--- src/sv/mtf_pkg.sv ---
// ----------------------------------------------------------------------------
// mtf_pkg: shared types and constants of the move-to-front coder
// Holds the symbol width, the sequencer states and the control bundle that
// the sequencer broadcasts to every list cell.
// ----------------------------------------------------------------------------
package mtf_pkg;

   // width of a symbol and of a rank
   localparam int BYTE_W = 8;

   // sequencer states, one transaction at a time
   typedef enum logic [1:0] {
      ST_IDLE,
      ST_MATCH,
      ST_REDUCE,
      ST_UPDATE
   } state_type;

   // control broadcast from the sequencer to the cell chain
   typedef struct packed {
      logic              compare_en;
      logic              update_en;
      logic              decode;
      logic              restore;
      logic              found;
      logic [BYTE_W-1:0] in_byte;
      logic [BYTE_W-1:0] pos;
   } ctrl_type;

endpackage

--- src/sv/mtf_cell.sv ---
// ----------------------------------------------------------------------------
// mtf_cell: one entry of the move-to-front symbol list
// Holds one symbol, flags a hit against the current transaction and, on
// update, reloads its own index at block end or takes its left neighbor's
// symbol when the promoted entry lies at or behind it.
// ----------------------------------------------------------------------------
module mtf_cell #(
   parameter int IDX = 0
) (
   input  logic                           clock,
   input  logic                           reset,
   input  mtf_pkg::ctrl_type              ctrl,
   input  logic [mtf_pkg::BYTE_W-1:0]     prev_sym,
   output logic [mtf_pkg::BYTE_W-1:0]     sym,
   output logic                           hit
);

   localparam int BW = mtf_pkg::BYTE_W;
   localparam logic [BW-1:0] IDX_V = BW'(IDX);

   logic [BW-1:0] sym_ff, sym_in;
   logic          hit_ff, hit_in;

   // match on the stored symbol when encoding, on the position when decoding
   always_comb begin
      hit_in = hit_ff;
      if (ctrl.compare_en) begin
         hit_in = ctrl.decode ? (IDX_V == ctrl.in_byte) : (sym_ff == ctrl.in_byte);
      end
   end

   // restore identity at block end, otherwise shift back behind the front
   always_comb begin
      sym_in = sym_ff;
      if (ctrl.update_en) begin
         if (ctrl.restore) begin
            sym_in = IDX_V;
         end else if (ctrl.found && (IDX_V <= ctrl.pos)) begin
            sym_in = prev_sym;
         end
      end
   end

   always_ff @(posedge clock) begin
      if (reset) begin
         sym_ff <= IDX_V;
         hit_ff <= 1'b0;
      end else begin
         sym_ff <= sym_in;
         hit_ff <= hit_in;
      end
   end

   assign sym = sym_ff;
   assign hit = hit_ff;

endmodule

--- config.mk ---
export PLATFORM = sky130hd
export DESIGN_NAME = mtf_cell
export DESIGN_NICKNAME = d
export VERILOG_FILES = /design/src/sv/mtf_pkg.sv /design/src/sv/mtf_cell.sv
export SDC_FILE = /design/constraint.sdc
export NUM_CORES = 1
export LEC_CHECK = 0
export ABC_CLOCK_PERIOD_IN_PS = 1200
export BUFFER_PORTS_ARGS = -buffer_cell sky130_fd_sc_hd__buf_2
export CELL_PAD_IN_SITES_DETAIL_PLACEMENT = 1
export CELL_PAD_IN_SITES_GLOBAL_PLACEMENT = 2
export CORE_ASPECT_RATIO = 0.9
export CORE_MARGIN = 4
export CORE_UTILIZATION = 17
export CTS_CLUSTER_DIAMETER = 40
export DETAILED_ROUTE_END_ITERATION = 8
export GPL_ROUTABILITY_DRIVEN = 0
export PLACE_DENSITY_LB_ADDON = 0.3
export SYNTH_ARGS = -nofsm -noshare
export SYNTH_HDL_FRONTEND = slang
export SYNTH_SLANG_ARGS = --single-unit
--- constraint.sdc ---
create_clock -name clock -period 1.2 [get_ports clock]
set_input_delay 0.24 -clock clock [delete_from_list [all_inputs] [get_ports clock]]
set_output_delay 0.24 -clock clock [all_outputs]
set_load 0.01 [all_outputs]
==> Yosys cells after proc, flatten, opt, wreduce, memory -nomap -nowiden <==
Index checks and enable logic that the tools add are counted.
{ "op_classes": {"reduce_logical": 4, "n_mux": 3, "n_eq_ne": 1, "n_lt_le_gt_ge": 1} }
{ "ops": {"columns": ["op", "count"], "rows": [
  ["$mux 8", 2],
  ["$eq 8x8->1", 1],
  ["$le 1x8->1 const A", 1],
  ["$logic_not 8->1", 1],
  ["$reduce_and 2->1", 1],
  ["$reduce_bool 2->1", 1],
  ["$logic_and 1x1->1", 1],
  ["$mux 1", 1]
]} }
{ "word_totals": {"input_bits": 31, "register_bits": 9, "elab_cells": 11, "output_inout_bits": 9} }

==> Longest topological paths before layout <==
Gate-level depths: netlist of the first run.
{ "logic_depth": {"word_depth": 4, "mapped_depth": 5, "ltp_nobuf": 4} }

==> Least setup slack after synthesis of the first run <==
Ideal clock, no wire load.
{ "synth_timing": {"kind": "flip-flop to flip-flop", "from": "reg sym_ff[7], in the netlist sym[7]", "to": "reg hit_ff, in the netlist hit", "arrival_time_ps": 908, "setup_time_ps": 59, "synth_period_minus_slack_ps": 967, "n_path_buf": 0, "path_stages_with_launch": 4, "slack_ps": 233, "required_ps": 1141, "path_cell_list": "dfxtp_1 xor2_1 nor4_1 a31o_1"} }
{ "synth_between": {"elab_chain_len": 2} }
{ "synth_rtl": {"columns": ["item", "line", "text"], "rows": [
  ["from (decl)", "mtf_cell.sv:21", "logic [BW-1:0] sym_ff, sym_in;"],
  ["from (signal assigned)", "mtf_cell.sv:49", "sym_ff <= sym_in;"],
  ["$eq 8x8->1", "mtf_cell.sv:28", "hit_in = ctrl.decode ? (IDX_V == ctrl.in_byte) : (sym_ff == ctrl.in_byte);"],
  ["$mux 1", "mtf_cell.sv:28", null],
  ["to (signal assigned)", "mtf_cell.sv:50", "hit_ff <= hit_in;"],
  ["to (decl)", "mtf_cell.sv:22", "logic hit_ff, hit_in;"]
]} }
Every way passes these cells.
A chain may end at the register's enable or synchronous reset.

==> Final worst setup path of the first run <==
{ "layout_timing": {"from": "reg sym_ff[6], in the netlist sym[6]", "to": "out sym[6] (netlist bit)"} }
{ "layout_rtl": {"columns": ["item", "line", "text"], "rows": [
  ["to (decl)", "mtf_cell.sv:14", "output logic [mtf_pkg::BYTE_W-1:0] sym,"]
]} }
No word-level cell between the ends.

==> metrics.md, run 1 <==
| Metric | Value |
|---|---|
| ANT cells | `0` |
| Global-route wire length before repair | `2230 um` |
| WL final | `1440 um` |
| Grt ovf | `0` |
| Top post-synthesis cells by count | `nor2_1, dfxtp_1, a22oi_1, xor2_1, nand2_1` |
| Setup slack, reg-to-reg | `0.20 ns` |
| CTS buffer count | `3` |
| Fin area | `658 um^2` |
| Nets | `approximately 110` |
| Antenna violations before repair | `0` |
| Finished Core Util | `about a quarter` |
| Layout Skew | `0.00161 ns` |
| Max_slew headroom | `54.3%` |
| Area leader, netlist | `dfxtp_1` |
| Critical Path AT | `approximately 0.79 ns` |
| Share of cells above drive strength 1 | `46.3%` |
| Dpl cell area | `~630 um^2` |
| Max-slew violation count | `0` |
| Worst Setup Start Kind | `register` |
| Core box area | `0.00247 mm^2` |
| Post-CTS Setup Inserts | `0` |
| Final Cycle Share | `between 80% and 90%` |
| Number of instances in the placed design | `about 110` |
| Type of the worst min-delay path | `in2reg` |
| Height of the die | `around 56 um` |
| Ports | `40` |
| Share of the synthesized area in the top cell type | `between 40 and 50%` |
| Vias in the first global route | `498` |
| Width of the die | `61.6 um` |
| Setup TNS | `0 ns` |
| Static Leakage | `0.330 nW` |
| Predominant post-synthesis flop cell | `dfxtp_1` |
| Residual DRC count | `0` |
| GRT Util Overall | `9.00%` |
| Crit. End Element | `output port` |
| PnR worst setup slack | `~0.17 ns` |
| CP delay by family, top | `flip-flops` |
| Max Fclk | `971 MHz` |
| Clk pin slew, worst setup/hold paths | `0.06 ns` |
| Final ANT Viol Nets | `0` |
| WHS | `0.209 ns` |
| H-tree depth | `1` |
| Clk Latency, worst-skew pair | `about 0.26 ns` |
| Fin crit period | `1.03 ns` |
| Worst Reg2Reg Path Length in Cells | `3` |
| Final Total Pwr | `approximately 0.66 mW` |
| Worst Max-Slew Pin Slew | `0.680 ns` |
| Synth-to-Final Area Change | `49.9%` |
| Final instance count without filler cells | `110` |
| Slowest-stage cell, CP | `dfxtp_1` |
| Hold Vio Cnt, Final | `0` |
| Fill count | `305` |
| Vias | `470` |
| RSZ-0062 raised after global routing | `no` |
| CTS tree | `built` |
| Clock sink total | `9` |
| Initial core utilization | `17.8%` |
| WP data required | `0.96 ns` |
| Row Count | `17` |
| R2r startpoint | `sym[7]` |
| Synth warn | `0` |
| Mean Syn Cell Area | `about 9.3 um^2` |
| DR pass1 iterations | `4` |
| Placement Setup Slack | `-0.0865 ns` |
| Worst reg2reg path endpoint | `hit` |
| Crit-path max FO | `3` |
| WS Path Type | `reg2out` |
| Crit path depth | `1` |
| Most frequent cell after synthesis | `nor2_1` |
| Peak supply drop | `0.000361 V` |
| Max_cap viols | `0` |
| I/O Buffers | `31` |
| Seq/Total Area, Yosys | `41.0%` |
| Worst path bufs/invs | `1` |
| #FFs+latches synth | `9` |
| DR WL/cell | `approximately 13 um` |
| Clk buf depth | `2` |
| Initial DRC count | `13` |
| Ys async rst share | `0%` |
| P per Cell Area | `1010 mW/mm^2` |
| Synth area leaders | `dfxtp_1, xor2_1, a22oi_1, nor2_1, o41ai_2` |
| Post-CTS sizing | `0` |
| Mapped Area | `439 um^2` |
| CP peak stage delay | `0.37 ns` |
| Setup crit end | `sym[6]` |
| Critical path cell sequence | `buf_2` |
| Final setup vio count | `0` |
| Hold buffers post-CTS | `0` |
| Crit path from | `sym[6]` |
| Outcome | `completed` |
| EDFF count, synth | `0` |
| Cells after synthesis | `47` |
| Full die area | `0.00346 mm^2` |
| Vias per std cell | `4.27` |
| Clk root buf | `clkbuf_4` |
| Synth cell types | `14` |
| Mapped Nets | `between 70 and 80` |
| Largest net degree at the start of global routing | `11` |
how the worst min path moves through the flow:
stage                     cells after the start        start     end
after floorplan                               2  prev_sym[0]  sym[0]
after global placement                        3  prev_sym[4]  sym[4]
after detailed placement                      3  prev_sym[7]  sym[7]
after CTS                                     3  prev_sym[4]  sym[4]
after global routing                          3  prev_sym[0]  sym[0]
final                                         3  prev_sym[0]  sym[0]
power breakdown:
group	switching, mW	leakage, nW	total (mW)	internal (mW)
clock	0.114	0.0150	0.243	0.129
sequential	0.00654	0.0730	0.313	0.306
combinational	0.0547	0.242	0.107	0.0521
total	0.175	0.330	0.662	0.487
layer usage:
metal | track usage (%) | share of wire (%) | routed length (um) | vias to the layer above
met3 | 3.02 | 12 | 170 | 3
met5 | 0 | 0 | 0 | -
li1 | - | - | - | 243
met1 | 12.2 | 50 | 723 | 196
met4 | 5.45 | 2.2 | 31 | 0
met2 | 12.0 | 36 | 515 | 28
logic make-up (layout without fill, tap and decap cells):
logic type	after synthesis	in the layout	synth area share, %
simple gates	18	18	21.4
compound gates	11	11	20.5
flops	9	9	41.0
xor+xnor	8	8	16.0
buf+inv	1	36	1.14
registers in the layout, summed over array words and instances, names as in the netlist:
signal,cells
hit,1
sym,8
cells in the final DEF, fill, tap and decap left out:
cell,netlist,routed
nand2_1,3,3
clkbuf_1,0,1
and4bb_2,1,1
dfxtp_1,9,9
o21ai_1,1,1
nor4_2,1,1
nor2_1,10,10
xor2_1,8,8
nor3_1,1,1
a22oi_1,8,8
nor4_1,1,1
nor4b_1,1,1
o41ai_2,1,1
buf_4,0,1
a31o_1,1,1
clkbuf_4,0,3
buf_2,1,31
layout make-up:
type | count | area, um^2 | share of cell area, %
sequential | 9 | 180 | 27.4
multi-input combinational | 37 | 254 | 38.6
clock buffer | 4 | 26.3 | 3.99
timing repair buffer | 32 | 163 | 24.7
tap | 28 | 35.0 | 5.32
No activity file was read; power rests on OpenSTA's default activity.
==> run 2: changes to the inputs <==
--- a/config.mk
+++ b/config.mk
@@ -5,13 +5,14 @@
 export SDC_FILE = /design/constraint.sdc
 export NUM_CORES = 1
 export LEC_CHECK = 0
+export ABC_AREA = 1
 export ABC_CLOCK_PERIOD_IN_PS = 1200
 export BUFFER_PORTS_ARGS = -buffer_cell sky130_fd_sc_hd__buf_2
 export CELL_PAD_IN_SITES_DETAIL_PLACEMENT = 1
 export CELL_PAD_IN_SITES_GLOBAL_PLACEMENT = 2
 export CORE_ASPECT_RATIO = 0.9
 export CORE_MARGIN = 4
-export CORE_UTILIZATION = 17
+export CORE_UTILIZATION = 18
 export CTS_CLUSTER_DIAMETER = 40
 export DETAILED_ROUTE_END_ITERATION = 8
 export GPL_ROUTABILITY_DRIVEN = 0
==> run 2 against run 1 <==
Effect of this change: combinational power grew 69%; via count rose by 32%; worst setup slack got worse by 0.020 ns; design area increased by 19%; register-to-register slack improved by 0.02 ns; largest cell class unchanged.
==> metrics.md, run 2 <==
| Metric | Value |
|---|---|
| Mapped Area | `553 um^2 (+26%)` |
| Sw power | `0.240 mW (+37%)` |
| Worst Setup Start Kind | `register` |
| Predominant post-synthesis flop cell | `dfxtp_1` |
| Final Cycle Share | `87.5% (+1.7 points)` |
| Worst Max-Slew Pin Slew | `0.295 ns (-0.385 ns)` |
| Setup TNS | `0 ns (unchanged)` |
| Worst Reg2Reg Path Length in Cells | `6 (+3)` |
| Most frequent cell after synthesis | `nand2_1` |
| Ys async rst share | `0% (unchanged)` |
| Max Fclk | `952 MHz (-1.9%)` |
| Max_slew headroom | `80.3% (+26 points)` |
| Mean Syn Cell Area | `6.74 um^2 (-28%)` |
| Height of the die | `60.6 um (+7.8%)` |
| CTS buffer count | `3 (unchanged)` |
| Width of the die | `66.4 um (+7.9%)` |
| CTS tree | `built` |
| WP data required | `0.96 ns (about the same)` |
| Type of the worst min-delay path | `in2reg` |
| Hold buffers post-CTS | `0 (unchanged)` |
| CP peak stage delay | `0.38 ns (about the same)` |
| Vias | `619 (+32%)` |
| Layout Skew | `0.00154 ns (-0.0000789 ns)` |
| ANT cells | `0 (unchanged)` |
| WL final | `1710 um (+19%)` |
| Seq/Total Area, Yosys | `32.6% (-8.4 points)` |
| Clk buf depth | `2 (unchanged)` |
| Ports | `40 (unchanged)` |
| Final setup vio count | `0 (unchanged)` |
| WS Path Type | `reg2out` |
| Mapped Nets | `113 (+45%)` |
| Outcome | `completed` |
| Largest register FFs | `8 (unchanged)` |
| Final Total Pwr | `0.768 mW (+16%)` |
| Max_cap viols | `0 (unchanged)` |
| Slowest-stage cell, CP | `dfxtp_1` |
| Combinational group share of total power | `23.6% (+7.5 points)` |
| Global-route wire length before repair | `2820 um (+27%)` |
| Commonest non-fill, non-tap cells in the layout | `buf_2, nand2_1, inv_1` |
| Static Leakage | `0.407 nW (+24%)` |
| Clk Latency, worst-skew pair | `0.27 ns (about the same)` |
| Initial core utilization | `19.5% (+1.7 points)` |
| DP HPWL | `between 1000 and 1500 um` |
| I/O Buffers | `31 (unchanged)` |
| Post-CTS Setup Inserts | `0 (unchanged)` |
| Share of cells above drive strength 1 | `36.8% (-9.6 points)` |
| Flop pwr share | `43.1% (-4.1 points)` |
| Post-CTS sizing | `0 (unchanged)` |
| Synth cell types | `15 (+1)` |
| Core box area | `0.00284 mm^2 (+15%)` |
| GRT Util Overall | `9.70% (+0.70 points)` |
| H-tree depth | `1 (unchanged)` |
| Clk root buf | `clkbuf_4` |
| Peak supply drop | `0.000265 V (-27%)` |
| P_int | `0.527 mW (+8.4%)` |
| Cells after synthesis | `82 (+74%)` |
| Clock sink total | `9 (unchanged)` |
| Vias in the first global route | `674 (+35%)` |
| Worst path bufs/invs | `1 (unchanged)` |
| #FFs+latches synth | `9 (unchanged)` |
| Synth-to-Final Area Change | `41.6%` |
| Area leader, netlist | `dfxtp_1` |
| R2r startpoint | `sym[2]` |
| WHS Endpoint | `sym[5]` |
| RSZ-0062 raised after global routing | `no` |
| Grt ovf | `0 (unchanged)` |
| Top post-synthesis cells by count | `nand2_1, inv_1, dfxtp_1` |
| Commonest non-fill, non-tap cell in the layout | `buf_2` |
| Nets | `149 (+31%)` |
| Row Count | `18 (+1)` |
| DR pass1 iterations | `3 (-1)` |
| Hold Vio Cnt, Final | `0 (unchanged)` |
| WHS Path Cells | `3 (unchanged)` |
| Worst reg2reg path endpoint | `hit` |
| WHS | `0.238 ns (+0.0283 ns)` |
| Final ANT Viol Nets | `0 (unchanged)` |
| Crit. End Element | `output port` |
| Vias per std cell | `3.94 (-7.7%)` |
| Max-slew violation count | `0 (unchanged)` |
| Synth area leaders | `dfxtp_1, nand2_1, inv_1, a21oi_2, a21oi_1` |
| Initial DRC count | `9 (-4)` |
| P per Cell Area | `980 mW/mm^2 (-2.5%)` |
| DR WL/cell | `10.9 um (-17%)` |
| Critical path cell sequence | `buf_2` |
| Clk pwr share | `33.3% (-3.3 points)` |
| Residual DRC count | `0 (unchanged)` |
| Fraction of power spent switching nets | `31.3% (+4.9 points)` |
| Antenna violations before repair | `0 (unchanged)` |
| Critical Path AT | `0.81 ns (+0.02 ns)` |
| Crit-path max FO | `4 (+1)` |
| Share of the synthesized area in the top cell type | `32.6% (-8.4 points)` |
| Full die area | `0.00402 mm^2 (+16%)` |
| Clk pin slew, worst setup/hold paths | `0.07 ns (about the same)` |
| Largest net degree at the start of global routing | `10 (-1)` |
| EDFF count, synth | `0 (unchanged)` |
| CP delay by family, top | `flip-flops` |
| Fin crit period | `1.05 ns (+0.0199 ns)` |
| Hold_sp | `prev_sym[5]` |
| Setup slack, reg-to-reg | `0.22 ns (+0.02 ns)` |
| Synth warn | `0 (unchanged)` |
[run 2: cell types whose count changed after synthesis, sizes merged, moves of 2 or more]
cell	previous run	this run
a211oi	0	6
nand2	3	21
inv	0	17
nand3	0	5
nor2	10	7
a22oi	8	0
a21oi	0	10
xor2	8	1
nor4	2	0
[run 2: worst max path at each step]
stage / start / endpoint / slack, ns / cells past startpoint
3_3_place_gp: ctrl[17] / sym[5] / 0.20 / 6
3_5_place_dp: ctrl[17] / sym[1] / 0.18 / 5
6_report: sym[3] / sym[3] / 0.15 / 1
5_1_grt: sym[2] / hit / 0.06 / 6
4_1_cts: sym[5] / sym[5] / 0.13 / 1
2_1_floorplan: sym[2] / hit / 0.27 / 6
[run 2: power groups by stage]
stage          combinational, mW  sequential [mW]  clock, mW
6_report                   0.181            0.331      0.255
2_1_floorplan             0.0931            0.345          0
3_3_place_gp               0.183            0.337          0
4_1_cts                    0.185            0.332      0.270
5_1_grt                    0.207            0.335      0.287
3_5_place_dp               0.185            0.339          0
[run 2: logic make-up after synthesis]
family | Yosys count | share of synthesized area [%]
simple gates | 35 | 25.3
buf+inv | 19 | 14.5
compound gates | 18 | 26.0
flops | 9 | 32.6
xor+xnor | 1 | 1.58
[run 2: stage by stage]
| stage | worst slack [ns] | area, um^2 | cells | util [%] |
|---|---|---|---|---|
| 6_report | 0.150 | 783 | 157 | 27.6 |
| 5_1_grt | 0.0594 | 783 | 157 | 27.6 |
| 4_1_cts | 0.130 | 783 | 157 | 27.6 |
| 3_5_place_dp | 0.181 | 757 | 153 | 26.7 |
| 3_3_place_gp | 0.205 | 757 | 153 | 26.7 |
| 2_1_floorplan | 0.273 | 553 | 82 | - |
[run 2: final cells by class]
class,count,area [um^2]
fillers,381,2050
multi-input cells,54,293
flip-flops and latches,9,180
repair buffers,33,170
inverters,17,63.8
well taps,40,50.0
clock buffers,4,26.3
[run 2: metal layers]
layer,vias to the layer above,GRT usage [%],wire length [um]
met5,-,0,0
met4,0,6.09,47
met3,5,2.96,82
met2,16,16.5,859
met1,270,10.6,723
li1,328,-,-
==> run 3: changes to the inputs <==
--- a/config.mk
+++ b/config.mk
@@ -6,17 +6,19 @@
 export NUM_CORES = 1
 export LEC_CHECK = 0
 export ABC_AREA = 1
-export ABC_CLOCK_PERIOD_IN_PS = 1200
+export ABC_CLOCK_PERIOD_IN_PS = 1350
 export BUFFER_PORTS_ARGS = -buffer_cell sky130_fd_sc_hd__buf_2
 export CELL_PAD_IN_SITES_DETAIL_PLACEMENT = 1
 export CELL_PAD_IN_SITES_GLOBAL_PLACEMENT = 2
 export CORE_ASPECT_RATIO = 0.9
 export CORE_MARGIN = 4
-export CORE_UTILIZATION = 18
+export CORE_UTILIZATION = 19
 export CTS_CLUSTER_DIAMETER = 40
 export DETAILED_ROUTE_END_ITERATION = 8
 export GPL_ROUTABILITY_DRIVEN = 0
 export PLACE_DENSITY_LB_ADDON = 0.3
+export RECOVER_POWER = 25
+export REMOVE_ABC_BUFFERS = 1
 export SYNTH_ARGS = -nofsm -noshare
 export SYNTH_HDL_FRONTEND = slang
 export SYNTH_SLANG_ARGS = --single-unit
==> constraint.sdc (replaced) <==
create_clock -name clock -period 1.35 [get_ports clock]
set_input_delay 0.27 -clock clock [delete_from_list [all_inputs] [get_ports clock]]
set_output_delay 0.27 -clock clock [all_outputs]
set_load 0.01 [all_outputs]
==> run 3 against run 2 <==
Effect of this change: sequential power down 11%; via count shrank 0.48%; die area fell by 4.6%; power decreased by 15%; critical path type is now in2reg.
==> metrics.md, run 3 (synthesized netlist as in run 2, its figures left out) <==
| Metric | Value |
|---|---|
| Outcome | `completed` |
| Hold buffers post-CTS | `0 (unchanged)` |
| Layout Skew | `0.000311 ns (-0.00122 ns)` |
| Critical Path AT | `1.31 ns (+0.50 ns)` |
| Finished Core Util | `27.6% (-0.049 points)` |
| Synth-to-Final Area Change | `38.0%` |
| CP peak stage delay | `0.48 ns (+0.10 ns)` |
| Hold Vio Cnt, Final | `0 (unchanged)` |
| Post-CTS Setup Inserts | `0 (unchanged)` |
| CP dominant cell by count | `clkbuf_1` |
| ANT cells | `0 (unchanged)` |
| Crit. End Element | `register` |
| Clk pin slew, worst setup/hold paths | `0.06 ns (about the same)` |
| WL final | `1610 um (-6.0%)` |
| Clock sink total | `9 (unchanged)` |
| R2r startpoint | `sym[2]` |
| Worst path bufs/invs | `2 (+1)` |
| Final instance count without filler cells | `156 (-0.64%)` |
| Grt ovf | `0 (unchanged)` |
| Ports | `40 (unchanged)` |
| Peak supply drop | `0.000336 V (+27%)` |
| Global-route wire length before repair | `2530 um (-11%)` |
| WP data required | `1.53 ns (+0.57 ns)` |
| Height of the die | `59.2 um (-2.3%)` |
| Commonest non-fill, non-tap cell in the layout | `buf_2` |
| Largest register FFs | `8 (unchanged)` |
| Max_slew headroom | `62.5% (-18 points)` |
| GRT Util Overall | `8.85% (-0.86 points)` |
| Initial core utilization | `20.0% (+0.48 points)` |
| P per Cell Area | `856 mW/mm^2 (-13%)` |
| Vias | `616 (-0.48%)` |
| Vias per std cell | `3.95 (+0.15%)` |
| Slowest-stage cell, CP | `o21ai_2` |
| Commonest non-fill, non-tap cells in the layout | `buf_2, nand2_1, inv_1` |
| DP HPWL | `1380 um (-7.3%)` |
| WHS | `0.283 ns (+0.0453 ns)` |
| RSZ-0062 raised after global routing | `no` |
| CP delay by family, top | `compound AO/OA/AOI/OAI gates` |
| I/O Buffers | `31 (unchanged)` |
| Fin crit period | `1.12 ns` |
| Crit path from | `ctrl[17]` |
| WHS Path Cells | `3 (unchanged)` |
| Share of cells above drive strength 1 | `34.5% (-2.3 points)` |
| Full die area | `0.00384 mm^2 (-4.6%)` |
| WS Path Type | `in2reg` |
| Final Cycle Share | `83.2%` |
| Worst reg2reg path endpoint | `hit` |
| Hold_sp | `prev_sym[3]` |
| Type of the worst min-delay path | `in2reg` |
| Max-slew violation count | `0 (unchanged)` |
| Max_cap viols | `0 (unchanged)` |
| Crit-path max FO | `13 (+9)` |
| Worst Max-Slew Pin Slew | `0.563 ns (+0.268 ns)` |
| Static Leakage | `0.396 nW (-2.9%)` |
| CTS buffer count | `3 (unchanged)` |
| Post-CTS sizing | `0 (unchanged)` |
| Number of instances in the placed design | `152 (-0.65%)` |
| Vias in the first global route | `585 (-13%)` |
| Largest net degree at the start of global routing | `14 (+4)` |
| Worst Setup Start Kind | `input port` |
| Setup TNS | `0 ns (unchanged)` |
| DR WL/cell | `10.3 um (-5.4%)` |
| Final ANT Viol Nets | `0 (unchanged)` |
| Worst Reg2Reg Path Length in Cells | `6 (unchanged)` |
| Final setup vio count | `0 (unchanged)` |
| Final Total Pwr | `0.654 mW (-15%)` |
| CTS tree | `built` |
| Width of the die | `64.9 um (-2.3%)` |
| DR pass1 iterations | `4 (+1)` |
| Antenna violations before repair | `0 (unchanged)` |
| WHS Endpoint | `sym[3]` |
| Setup slack, reg-to-reg | `0.38 ns (+0.16 ns)` |
| Clk buf depth | `2 (unchanged)` |
| Clk Latency, worst-skew pair | `0.26 ns (about the same)` |
| Fill count | `368 (-3.4%)` |
| Core box area | `0.00277 mm^2 (-2.4%)` |
| Nets | `148 (-0.67%)` |
| Critical path cell sequence | `clkbuf_1 -> o21ai_2 -> clkbuf_1 -> a21oi_2 -> a211oi_2` |
| Row Count | `18 (unchanged)` |
| Initial DRC count | `12 (+3)` |
| Max Fclk | `890 MHz` |
| Residual DRC count | `0 (unchanged)` |
| H-tree depth | `1 (unchanged)` |
| Clk root buf | `clkbuf_4` |
-- run 3: per-stage QoR --
step | setup slack (ns) | area [um^2]
detailed placement | 0.120 | 749
finish | 0.227 | 763
global route | 0.123 | 763
floorplan | 0.423 | 537
CTS | 0.281 | 776
global placement | 0.150 | 749
-- run 3: cell type report --
cell class / count / area [um^2] / area share, %
Clock buffer: 4 / 26.3 / 3.44
Timing Repair Buffer: 32 / 158 / 20.7
Sequential cell: 9 / 180 / 23.6
Multi-Input combinational cell: 54 / 285 / 37.4
Inverter: 17 / 63.8 / 8.36
Tap cell: 40 / 50.0 / 6.56
-- run 3: tightest hold or removal path, cell delays in order --
cell and delay [ns]:
buf_2 0.10, nand3_1 0.08, a21oi_2 0.05
-- run 3: worst max-delay path by stage --
stage              to  slack, ns  cells past startpoint
2_1_floorplan     hit       0.42                      6
3_3_place_gp   sym[4]       0.15                      5
3_5_place_dp   sym[4]       0.12                      5
4_1_cts        sym[5]       0.28                      1
5_1_grt        sym[4]       0.12                      5
6_report       sym[4]       0.23                      5
-- run 3: per-layer routing --
metal	GRT usage, %	wire length [um]	up-vias
li1	-	-	326
met1	10.8	765	271
met2	14.0	739	17
met3	3.98	88	2
met4	2.71	17	0
met5	0	0	-
-- run 3: where the power goes --
part | internal (mW) | switching, mW | total (mW)
combinational | 0.0665 | 0.0879 | 0.154
sequential | 0.282 | 0.0114 | 0.294
clock | 0.114 | 0.0915 | 0.205
total | 0.463 | 0.191 | 0.654
